==> config.mk <==
export PLATFORM = sky130hd
export DESIGN_NAME = one_wire_master
export DESIGN_NICKNAME = d
export VERILOG_FILES = /design/src/rtl/owm_pkg.sv /design/src/rtl/owm_cfg_regs.sv /design/src/rtl/owm_core.sv /design/src/rtl/one_wire_master.sv
export SDC_FILE = /design/constraint.sdc
export NUM_CORES = 1
export LEC_CHECK = 0
export BUFFER_PORTS_ARGS = -buffer_cell sky130_fd_sc_hd__buf_2
export CAP_MARGIN = 20
export CORE_MARGIN = 3
export CORE_UTILIZATION = 50
export CTS_CLUSTER_DIAMETER = 80
export CTS_CLUSTER_SIZE = 16
export DETAILED_ROUTE_END_ITERATION = 8
export GPL_TIMING_DRIVEN = 0
export PLACE_DENSITY = 0.68
export SLEW_MARGIN = 20
export SYNTH_ARGS = -nofsm -noshare
export SYNTH_HDL_FRONTEND = slang
export SYNTH_SLANG_ARGS = --single-unit
==> constraint.sdc <==
create_clock -name clk -period 4.6 [get_ports clk]
set_clock_uncertainty 0.1 [all_clocks]
set_input_delay 0.46 -clock clk [delete_from_list [all_inputs] [get_ports clk]]
set_output_delay 0.46 -clock clk [all_outputs]
set_load 0.01 [all_outputs]
==> src/rtl/owm_pkg.sv <==
// owm_pkg: shared types, phase and opcode codes, register indexes and
// register reset values for the one-wire bus master.
// No dependencies.
`default_nettype none

package owm_pkg;

  // Widths
  localparam int unsigned COUNT_W  = 10;  // tick counter and duration registers
  localparam int unsigned BYTE_W   = 8;
  localparam int unsigned BIT_IDX_W = 3;
  localparam int unsigned NUM_CFG  = 8;
  localparam int unsigned CFG_IDX_W = 3;

  // Command codes carried with a tick
  typedef enum logic [1:0] {
    OP_NONE  = 2'd0,
    OP_RESET = 2'd1,
    OP_WRITE = 2'd2,
    OP_READ  = 2'd3
  } opcode_t;

  // Bus phases
  typedef enum logic [3:0] {
    PH_IDLE     = 4'd0,
    PH_RST_LOW  = 4'd1,
    PH_RST_WAIT = 4'd2,
    PH_RST_REC  = 4'd3,
    PH_WR_LOW   = 4'd4,
    PH_WR_HOLD  = 4'd5,
    PH_RD_LOW   = 4'd6,
    PH_RD_WAIT  = 4'd7,
    PH_RD_REST  = 4'd8
  } phase_t;

  // Duration register indexes
  typedef enum logic [2:0] {
    REG_RESET_LOW    = 3'd0,
    REG_PRESENCE_WAIT = 3'd1,
    REG_RESET_RECOVER = 3'd2,
    REG_WRITE_START  = 3'd3,
    REG_WRITE_HOLD   = 3'd4,
    REG_READ_LOW     = 3'd5,
    REG_READ_WAIT    = 3'd6,
    REG_READ_REST    = 3'd7
  } cfg_reg_t;

  typedef logic [NUM_CFG-1:0][COUNT_W-1:0] cfg_bank_t;

  // Input beat: one tick
  typedef struct packed {
    logic [1:0]        opcode;
    logic [BYTE_W-1:0] write_data;
    logic              line_level;
  } in_item_t;

  // Result beat: one per tick
  typedef struct packed {
    logic              line_release;
    logic              busy_res;
    logic              done_res;
    logic              presence_bit;
    logic [BYTE_W-1:0] read_data;
  } out_item_t;

  // Reset value of each duration register
  function automatic logic [COUNT_W-1:0] cfg_reset_value(input cfg_reg_t idx);
    logic [COUNT_W-1:0] v;
    case (idx)
      REG_RESET_LOW:     v = COUNT_W'(500);
      REG_PRESENCE_WAIT: v = COUNT_W'(70);
      REG_RESET_RECOVER: v = COUNT_W'(500);
      REG_WRITE_START:   v = COUNT_W'(10);
      REG_WRITE_HOLD:    v = COUNT_W'(50);
      REG_READ_LOW:      v = COUNT_W'(5);
      REG_READ_WAIT:     v = COUNT_W'(5);
      REG_READ_REST:     v = COUNT_W'(50);
      default:           v = COUNT_W'(1);
    endcase
    return v;
  endfunction

endpackage

`default_nettype wire

==> src/rtl/owm_cfg_regs.sv <==
// owm_cfg_regs: the eight slot duration registers with their write port.
// Depends on owm_pkg.
`default_nettype none

module owm_cfg_regs (
  input  wire logic                          clk,
  input  wire logic                          rst_n,
  input  wire logic                          cfg_we,
  input  wire logic [owm_pkg::CFG_IDX_W-1:0] cfg_index,
  input  wire logic [owm_pkg::COUNT_W-1:0]   cfg_data,
  output owm_pkg::cfg_bank_t                 cfg_bank
);

  owm_pkg::cfg_bank_t regs_r;

  // Register file: reset loads the default durations
  always_ff @(posedge clk) begin
    if (!rst_n) begin
      for (int i = 0; i < owm_pkg::NUM_CFG; i++) begin
        regs_r[i] <= owm_pkg::cfg_reset_value(owm_pkg::cfg_reg_t'(i));
      end
    end else if (cfg_we) begin
      regs_r[cfg_index] <= cfg_data;
    end
  end

  assign cfg_bank = regs_r;

endmodule

`default_nettype wire

==> src/rtl/owm_core.sv <==
// owm_core: bus phase sequencer. Holds phase, tick counter, bit index,
// shift byte, presence and read byte; steps once per accepted tick.
// Depends on owm_pkg.
`default_nettype none

module owm_core (
  input  wire logic                clk,
  input  wire logic                rst_n,
  input  wire logic                step,      // a tick beat is taken this cycle
  input  wire owm_pkg::in_item_t   item,
  input  wire owm_pkg::cfg_bank_t  cfg_bank,
  output owm_pkg::out_item_t       result     // result of the tick being taken
);

  owm_pkg::phase_t                   phase_r, phase_nxt;
  logic [owm_pkg::COUNT_W-1:0]       tick_r, tick_nxt;
  logic [owm_pkg::BIT_IDX_W-1:0]     bit_idx_r, bit_idx_nxt;
  logic [owm_pkg::BYTE_W-1:0]        shift_r, shift_nxt;
  logic                              presence_r, presence_nxt;
  logic [owm_pkg::BYTE_W-1:0]        rd_byte_r, rd_byte_nxt;

  logic [owm_pkg::COUNT_W-1:0]       limit;
  logic [owm_pkg::COUNT_W-1:0]       tick_inc;
  logic [owm_pkg::BIT_IDX_W:0]       bit_inc;
  logic                              drive;
  logic                              done;

  // Phase in effect for this tick: a command from idle starts its first phase
  function automatic owm_pkg::phase_t phase_nxt_start(input owm_pkg::phase_t ph,
                                                      input logic [1:0] op);
    owm_pkg::phase_t p;
    p = ph;
    if (ph == owm_pkg::PH_IDLE) begin
      case (op)
        owm_pkg::OP_RESET: p = owm_pkg::PH_RST_LOW;
        owm_pkg::OP_WRITE: p = owm_pkg::PH_WR_LOW;
        owm_pkg::OP_READ:  p = owm_pkg::PH_RD_LOW;
        default:           p = owm_pkg::PH_IDLE;
      endcase
    end
    return p;
  endfunction

  // Duration of the current phase; zero acts as one tick
  always_comb begin
    case (phase_nxt_start(phase_r, item.opcode))
      owm_pkg::PH_RST_LOW:  limit = cfg_bank[owm_pkg::REG_RESET_LOW];
      owm_pkg::PH_RST_WAIT: limit = cfg_bank[owm_pkg::REG_PRESENCE_WAIT];
      owm_pkg::PH_RST_REC:  limit = cfg_bank[owm_pkg::REG_RESET_RECOVER];
      owm_pkg::PH_WR_LOW:   limit = cfg_bank[owm_pkg::REG_WRITE_START];
      owm_pkg::PH_WR_HOLD:  limit = cfg_bank[owm_pkg::REG_WRITE_HOLD];
      owm_pkg::PH_RD_LOW:   limit = cfg_bank[owm_pkg::REG_READ_LOW];
      owm_pkg::PH_RD_WAIT:  limit = cfg_bank[owm_pkg::REG_READ_WAIT];
      owm_pkg::PH_RD_REST:  limit = cfg_bank[owm_pkg::REG_READ_REST];
      default:              limit = '0;
    endcase
    if (limit == '0) begin
      limit = owm_pkg::COUNT_W'(1);
    end
  end

  // One tick of the sequencer
  always_comb begin
    phase_nxt    = phase_r;
    tick_nxt     = tick_r;
    bit_idx_nxt  = bit_idx_r;
    shift_nxt    = shift_r;
    presence_nxt = presence_r;
    rd_byte_nxt  = rd_byte_r;
    drive        = 1'b1;
    done         = 1'b0;

    // command start, ignored while busy
    if (phase_r == owm_pkg::PH_IDLE && item.opcode != owm_pkg::OP_NONE) begin
      tick_nxt    = '0;
      bit_idx_nxt = '0;
      phase_nxt   = phase_nxt_start(phase_r, item.opcode);
      if (item.opcode == owm_pkg::OP_WRITE) begin
        shift_nxt = item.write_data;
      end else if (item.opcode == owm_pkg::OP_READ) begin
        shift_nxt = '0;
      end
    end

    tick_inc = tick_nxt + owm_pkg::COUNT_W'(1);
    bit_inc  = {1'b0, bit_idx_nxt} + (owm_pkg::BIT_IDX_W+1)'(1);

    if (phase_nxt != owm_pkg::PH_IDLE) begin
      // line drive of the active phase
      case (phase_nxt)
        owm_pkg::PH_RST_LOW,
        owm_pkg::PH_WR_LOW,
        owm_pkg::PH_RD_LOW:  drive = 1'b0;
        owm_pkg::PH_WR_HOLD: drive = shift_nxt[0];
        default:             drive = 1'b1;
      endcase

      if (tick_inc >= limit) begin
        tick_nxt = '0;
        case (phase_nxt)
          owm_pkg::PH_RST_LOW: phase_nxt = owm_pkg::PH_RST_WAIT;
          owm_pkg::PH_RST_WAIT: begin
            presence_nxt = item.line_level;
            phase_nxt    = owm_pkg::PH_RST_REC;
          end
          owm_pkg::PH_WR_LOW: phase_nxt = owm_pkg::PH_WR_HOLD;
          owm_pkg::PH_WR_HOLD: begin
            shift_nxt = shift_nxt >> 1;
            if (bit_inc[owm_pkg::BIT_IDX_W]) begin
              bit_idx_nxt = '0;
              phase_nxt   = owm_pkg::PH_IDLE;
              done        = 1'b1;
            end else begin
              bit_idx_nxt = bit_inc[owm_pkg::BIT_IDX_W-1:0];
              phase_nxt   = owm_pkg::PH_WR_LOW;
            end
          end
          owm_pkg::PH_RD_LOW: phase_nxt = owm_pkg::PH_RD_WAIT;
          owm_pkg::PH_RD_WAIT: begin
            shift_nxt = {item.line_level, shift_nxt[owm_pkg::BYTE_W-1:1]};
            phase_nxt = owm_pkg::PH_RD_REST;
          end
          owm_pkg::PH_RD_REST: begin
            if (bit_inc[owm_pkg::BIT_IDX_W]) begin
              bit_idx_nxt = '0;
              rd_byte_nxt = shift_nxt;
              phase_nxt   = owm_pkg::PH_IDLE;
              done        = 1'b1;
            end else begin
              bit_idx_nxt = bit_inc[owm_pkg::BIT_IDX_W-1:0];
              phase_nxt   = owm_pkg::PH_RD_LOW;
            end
          end
          default: begin  // reset recovery ends
            phase_nxt = owm_pkg::PH_IDLE;
            done      = 1'b1;
          end
        endcase
      end else begin
        tick_nxt = tick_inc;
      end
    end

    result.line_release = drive;
    result.busy_res     = (phase_nxt != owm_pkg::PH_IDLE);
    result.done_res     = done;
    result.presence_bit = presence_nxt;
    result.read_data    = rd_byte_nxt;
  end

  // Sequencer state, advanced on every taken tick
  always_ff @(posedge clk) begin
    if (!rst_n) begin
      phase_r    <= owm_pkg::PH_IDLE;
      tick_r     <= '0;
      bit_idx_r  <= '0;
      shift_r    <= '0;
      presence_r <= 1'b1;
      rd_byte_r  <= '0;
    end else if (step) begin
      phase_r    <= phase_nxt;
      tick_r     <= tick_nxt;
      bit_idx_r  <= bit_idx_nxt;
      shift_r    <= shift_nxt;
      presence_r <= presence_nxt;
      rd_byte_r  <= rd_byte_nxt;
    end
  end

  // Checks
  a_idle_tick_clear: assert property (@(posedge clk) disable iff (!rst_n)
    phase_r == owm_pkg::PH_IDLE |-> tick_r == '0 && bit_idx_r == '0)
    else $error("idle with live counters");

  a_done_not_busy: assert property (@(posedge clk) disable iff (!rst_n)
    step && result.done_res |=> phase_r == owm_pkg::PH_IDLE)
    else $error("done without returning to idle");

  a_hold_when_stalled: assert property (@(posedge clk) disable iff (!rst_n)
    !step |=> $stable(phase_r) && $stable(tick_r) && $stable(shift_r))
    else $error("state moved without a tick");

endmodule

`default_nettype wire

==> src/rtl/one_wire_master.sv <==
// one_wire_master: top level of the tick-driven one-wire bus master.
// Depends on owm_pkg, owm_cfg_regs and owm_core.
//
//   channel | direction | handshake            | beat
//   in_     | input     | in_valid / in_ready  | owm_pkg::in_item_t, one tick
//   out_    | output    | out_valid / out_ready| owm_pkg::out_item_t, one per tick
//   cfg_    | input     | cfg_we               | duration register write
//
// The sequencer steps as a tick beat is taken and the beat's result lands in
// the output register on the same edge.
// Sustained rate is one beat per cycle while out_ready keeps results drained.
// The output register is refilled in the cycle it is drained, so a stall on
// out_ready stops in_ready only while the result is not taken.
// Synchronous active-low reset idles the bus and loads default durations.
`default_nettype none

module one_wire_master (
  input  wire logic                          clk,
  input  wire logic                          rst_n,
  input  wire logic                          in_valid,
  output logic                               in_ready,
  input  wire owm_pkg::in_item_t             in_data,
  output logic                               out_valid,
  input  wire logic                          out_ready,
  output owm_pkg::out_item_t                 out_data,
  input  wire logic                          cfg_we,
  input  wire logic [owm_pkg::CFG_IDX_W-1:0] cfg_index,
  input  wire logic [owm_pkg::COUNT_W-1:0]   cfg_data
);

  owm_pkg::cfg_bank_t  cfg_bank;
  owm_pkg::out_item_t  result;
  owm_pkg::out_item_t  out_data_r;
  logic                out_valid_r, out_valid_nxt;
  logic                in_fire;

  assign in_ready = !out_valid_r || out_ready;
  assign in_fire  = in_valid && in_ready;

  owm_cfg_regs u_cfg (
    .clk       (clk),
    .rst_n     (rst_n),
    .cfg_we    (cfg_we),
    .cfg_index (cfg_index),
    .cfg_data  (cfg_data),
    .cfg_bank  (cfg_bank)
  );

  owm_core u_core (
    .clk      (clk),
    .rst_n    (rst_n),
    .step     (in_fire),
    .item     (in_data),
    .cfg_bank (cfg_bank),
    .result   (result)
  );

  // Output register
  always_comb begin
    out_valid_nxt = out_valid_r;
    if (in_fire) begin
      out_valid_nxt = 1'b1;
    end else if (out_ready) begin
      out_valid_nxt = 1'b0;
    end
  end

  always_ff @(posedge clk) begin
    if (!rst_n) begin
      out_valid_r <= 1'b0;
    end else begin
      out_valid_r <= out_valid_nxt;
    end
  end

  always_ff @(posedge clk) begin
    if (in_fire) begin
      out_data_r <= result;
    end
  end

  assign out_valid = out_valid_r;
  assign out_data  = out_data_r;

  // Checks
  a_beat_lands: assert property (@(posedge clk) disable iff (!rst_n)
    in_fire |=> out_valid_r)
    else $error("taken beat produced no result");

  a_done_idle: assert property (@(posedge clk) disable iff (!rst_n)
    out_valid_r && out_data_r.done_res |-> !out_data_r.busy_res)
    else $error("done result still busy");

  a_no_take_when_full: assert property (@(posedge clk) disable iff (!rst_n)
    out_valid_r && !out_ready |-> !in_fire)
    else $error("beat taken over a pending result");

endmodule

`default_nettype wire

# Yosys cells after proc, flatten, opt, wreduce, memory -nomap -nowiden
# Index checks and enable logic that the tools add are counted.
# classes
addsub	2
order_cmp	3
eq_ne	18
mux	39
n_reduce_logical	15
# op_table
op	count
$bwmux 80	1
$pmux 10 s8	1
$mux 8	9
$mux 10	5
$eq 4x3->1 const B	8
$demux 10 s3	1
$pmux 4 s7	1
$mux 3	7
$mux 4	4
$pmux 8 s2	1
$eq 4x2->1 const B	3
$add 10x1->10 const B	1
$ge 10x10->1	1
$logic_not 10->1	1
$pmux 3 s3	1
$eq 4x1->1 const B	2
$eq 4x4->1 const B	2
$reduce_bool 4->1	2
$mux 1	6
$reduce_or 5->1	1
$add 3x1->4 const B	1
$eq 2x2->1 const B	2
$logic_not 4->1	1
$lt 3x4->1 const B	1
other kinds (10)	14
# word_totals
register_bits	127
input_bits	29
output_inout_bits	14
elab_cells	97

# Depth between registers and ports, before layout
# depth
ltp_word	11
ltp_mapped	20
mapped_depth_nobuf	16

# Modules after synthesis
# A second synthesis with hierarchy kept.
# unflattened
hier_cells	714
area_unflattened_um2	6617.6
# by_module_without_submodules
module	instances	cells_per_inst	area_each_um2
owm_core	1	404	3120.5
owm_cfg_regs	1	293	3079.2
one_wire_master	1	17	417.9

# Worst setup path before layout
# Ideal clock, no wire load.
# synth_timing
kind	input port to flip-flop
start	input port in_data[10] in the netlist's numbering
end	register out_data_r (netlist bit out_data[1]) (data pin)
arrival_ps	3640
required_time_ps	4237
slack_ps	597
path_stages	18
n_path_buf	3
path_cell_list	buf_2 > nand2b_1 > a2111oi_4 > a222oi_1 > and3_1 > nand4_1 > or3_1 > nand4_1 > ha_1 > nand2b_1 > a21o_1 > a221oi_1 > o21ai_1 > and3_1 > clkbuf_1 > buf_2 > nor2_1 > a21oi_1
# synth_lines
element	line	source
start, declared	one_wire_master.sv:22	input wire owm_pkg::in_item_t in_data,
end signal, assigned	one_wire_master.sv:78	out_data_r <= result;
end, declared	one_wire_master.sv:33	owm_pkg::out_item_t out_data_r;

==> flow_summary.json <==
{
  "syn_area_um2": 6280,
  "crit_chain": "buf_2, clkbuf_4, buf_4, mux2i_1, nor2_1, a21oi_1, and3_1, nand4_1, or3_1, nand4_1, ha_1, nand2b_1, a21o_1, a221oi_2, o21ai_2, and3_1, clkbuf_1, buf_2, nor2_1, a21oi_1",
  "internal_power_mw": 2.07,
  "via_per_inst": 5.88,
  "antenna_found_initial": 0,
  "syn_area_per_cell_um2": 8.20,
  "globalRouteTotalUtil_pct": 25.9,
  "cp.arrival_ns": 4.44,
  "swShare_pct": 27.6,
  "synth_common_cells": "195 x nand2_1, 115 x dfxtp_1, 59 x nand3_1",
  "cts_tree": "yes",
  "synth_edf_count": 12,
  "critPathMaxFanout": 10,
  "drt_wl_total_um": 18000,
  "setup_viol": 0,
  "cts.htree.levels": 4,
  "synth_cell_types": 65,
  "synth_nets": 807,
  "wl_met3_um": 1280,
  "cts.clk_slew.worst_paths_ns": 0.05,
  "synth_top_area_cell": "dfxtp_1",
  "cts_root_buf": "clkbuf_16",
  "yosysSeqAreaShare_pct": 42.4,
  "postSynthCellCount": 766,
  "maxCapViolCount": 0,
  "period_share_pct": 95.2,
  "p_clk_share_pct": 43.8,
  "synthTopCellsByArea": "dfxtp_1 37%, nand2_1 12%, a21boi_0 6.5%, edfxtp_1 5.7%, nand3_1 4.7%",
  "die-area_um2": 13900,
  "met1_length_um": 7420,
  "post_dp_cell_area_um2": 6630,
  "final_cell_area_um2": 7220,
  "crit_required_ns": 4.66,
  "drtPass1Iterations": 6,
  "synthArstFlopShare_pct": 0,
  "port_buffers": 26,
  "combPwrFrac_pct": 15.3,
  "post-route-min-period_ns": 4.38,
  "cpMaxStageDelayCell": "or3_1",
  "p_seq_share_pct": 40.9,
  "cts_hold_buf": 0,
  "drive_above_1_share_pct": 12.0,
  "critPathMaxStageDelay_ns": 0.32,
  "gr-total-overflow": 0,
  "p_switching_uw": 791,
  "grt_max_degree": 22,
  "drt-wirelength-per-cell_um": 18.1,
  "hold_ws_ns": 0.194,
  "r2r_slack_ns": 0.22,
  "finalMaxSlewViolations": 0,
  "via_count": 5824,
  "fp.dieH_um": 118,
  "clk_latency_ns": 0.42,
  "yosys_warnings": 0,
  "cp-end-kind": "flip-flop",
  "grt_pass1_vias": 5596,
  "start_kind": "flip-flop",
  "drcViolationCount": 0,
  "ant_nets": 0,
  "yosysTopAreaCellShare_pct": 36.6,
  "antennaDiodeCount": 0,
  "wl_met2_um": 8350,
  "dp_hpwl_um": 12600,
  "ys_seq_elements": 127,
  "worstSetupPathType": "reg2reg",
  "finish.utilization_pct": 59.4,
  "ys.flop_type": "dfxtp_1",
  "core-area_um2": 12200,
  "power_mw": 2.86,
  "clock-sinks": 127,
  "grt_pass1_wl_um": 28400,
  "rows": 40,
  "initial_core_util_pct": 51.7,
  "p_leak_nw": 2.67,
  "p_per_area_nw_per_um2": 396,
  "outcome": "finished clean",
  "clockBufferDepth": 2,
  "place.gp.congestion": 0.909,
  "min_path_type": "in2reg",
  "dr.max_layer_used": "met4",
  "areaGrowthSynthToFinish_pct": 15.0,
  "timing.fmax_ghz": 0.228,
  "maxSlewHeadroom_pct": 40.7,
  "yosysMostFrequentCell": "nand2_1",
  "worst_slew_pin_slew_ns": 0.886,
  "final_nets": 851,
  "finalHoldViolations": 0,
  "dieWidth_um": 118,
  "post_cts_buffers": 0,
  "cts_buffers": 17,
  "peakVddDrop_mv": 0.225,
  "dr.first_iter.drc_count": 594,
  "io_pins": 43,
  "num-fill-cells": 1119
}
==> what timing repair did <==
action,in CTS,in global routing
endpoints found under the setup margin,3,36
pin swaps,0,0
gates resized for setup,3,10
==> path summary, 6_finish.rpt <==
path | from | depth (start not counted) | endpoint
max | u_core.phase_r[2]$_SDFFE_PN0P_ | 20 | out_data[0]$_DFFE_PP_
min | in_valid | 3 | out_valid$_SDFFE_PN0P_
max reg2reg | u_core.phase_r[2]$_SDFFE_PN0P_ | 20 | out_data[0]$_DFFE_PP_
min reg2reg | u_cfg.cfg_bank[43]$_SDFFE_PN0P_ | 2 | u_cfg.cfg_bank[43]$_SDFFE_PN0P_
==> area by class of cell <==
cell class | count | area, µm² | area share, %
multi-input cells | 580 | 3400 | 47.1
inverters | 10 | 37.5 | 0.520
plain buffers | 48 | 230 | 3.19
well taps | 168 | 210 | 2.91
clock inverters | 11 | 90.1 | 1.25
flip-flops and latches | 127 | 2670 | 36.9
clock buffers | 21 | 460 | 6.37
repair buffers | 26 | 130 | 1.80
==> metal layers <==
layer  GRT usage, %  up-vias
li1               -     2783
met1           31.5     2725
met2           41.1      249
met3           6.68       67
met4           15.9        0
met5              0        -
==> layout by cell type (no fill, tap or decap), types with 4 or more instances in the layout <==
| cell type | Yosys | layout |
|---|---|---|
| a21boi_0 | 54 | 54 |
| a21oi_1 | 26 | 26 |
| a222oi_1 | 6 | 6 |
| a22o_1 | 4 | 4 |
| a22oi_1 | 15 | 15 |
| and2_1 | 6 | 6 |
| and3_1 | 11 | 11 |
| buf_1 | 5 | 4 |
| buf_2 | 6 | 29 |
| buf_4 | 3 | 4 |
| clkbuf_1 | 27 | 28 |
| clkbuf_16 | 0 | 17 |
| clkbuf_2 | 6 | 7 |
| clkinv_2 | 0 | 6 |
| dfxtp_1 | 115 | 113 |
| edfxtp_1 | 12 | 12 |
| ha_1 | 12 | 12 |
| inv_1 | 9 | 9 |
| mux2i_1 | 9 | 9 |
| nand2_1 | 195 | 195 |
| nand2b_1 | 15 | 15 |
| nand3_1 | 59 | 59 |
| nand4_1 | 5 | 5 |
| nor2_1 | 46 | 45 |
| nor2b_1 | 15 | 14 |
| nor3_1 | 7 | 4 |
| nor3b_1 | 9 | 9 |
| o21ai_0 | 19 | 19 |
| o22ai_1 | 6 | 6 |
| o311ai_0 | 7 | 7 |
| xor2_1 | 6 | 6 |
==> worst max-delay path: cells and delay by family, from the launching register on <==
| kind | cells | cell delay (ns) |
|---|---|---|
| simple gates | 8 | 1.28 |
| buf+inv | 5 | 1.10 |
| compound gates | 5 | 0.88 |
| flops | 1 | 0.30 |
| fa+ha+maj | 1 | 0.23 |
| mux | 1 | 0.22 |
==> sequential cells by signal, indices dropped and copies added (netlist names) <==
| name | cells |
|---|---|
| out_valid | 1 |
| u_core.shift_r | 8 |
| u_cfg.cfg_bank | 80 |
| u_core.rd_byte_r | 8 |
| u_core.phase_r | 4 |
| u_core.bit_idx_r | 3 |
| u_core.tick_r | 10 |
| out_data | 12 |
| u_core.presence_r | 1 |
==> kinds of logic (layout without fill, tap and decap cells) <==
family	count (synthesis)	count (layout)	share of synthesized area [%]
adders and majority gates	12	12	2.39
AOI/OAI and AO/OA	169	169	20.5
and+or+nand+nor	380	380	27.6
muxes	11	11	1.79
xor gates and xnor gates	8	8	1.12
DFF	127	127	42.4
buffers and inverters	59	116	4.18
==> power by group through the flow <==
stage	registers [mW]	logic (mW)	clock network, mW
6_report	1.17	0.437	1.26
5_1_grt	1.17	0.477	1.32
4_1_cts	1.17	0.424	1.26
3_5_place_dp	1.19	0.418	0
3_3_place_gp	1.19	0.407	0
2_1_floorplan	1.19	0.294	0
==> stage by stage <==
stage                     worst slack, ns  setup TNS, ns  cells
after global routing              -0.0302        -0.0636    991
after CTS                          0.0367              0    992
after detailed placement           -0.132         -0.905    960
after global placement            -0.0706         -0.229    960
after floorplan                     0.597              0    766
final                               0.223              0    991
Power figures use the tool's default switching activity.
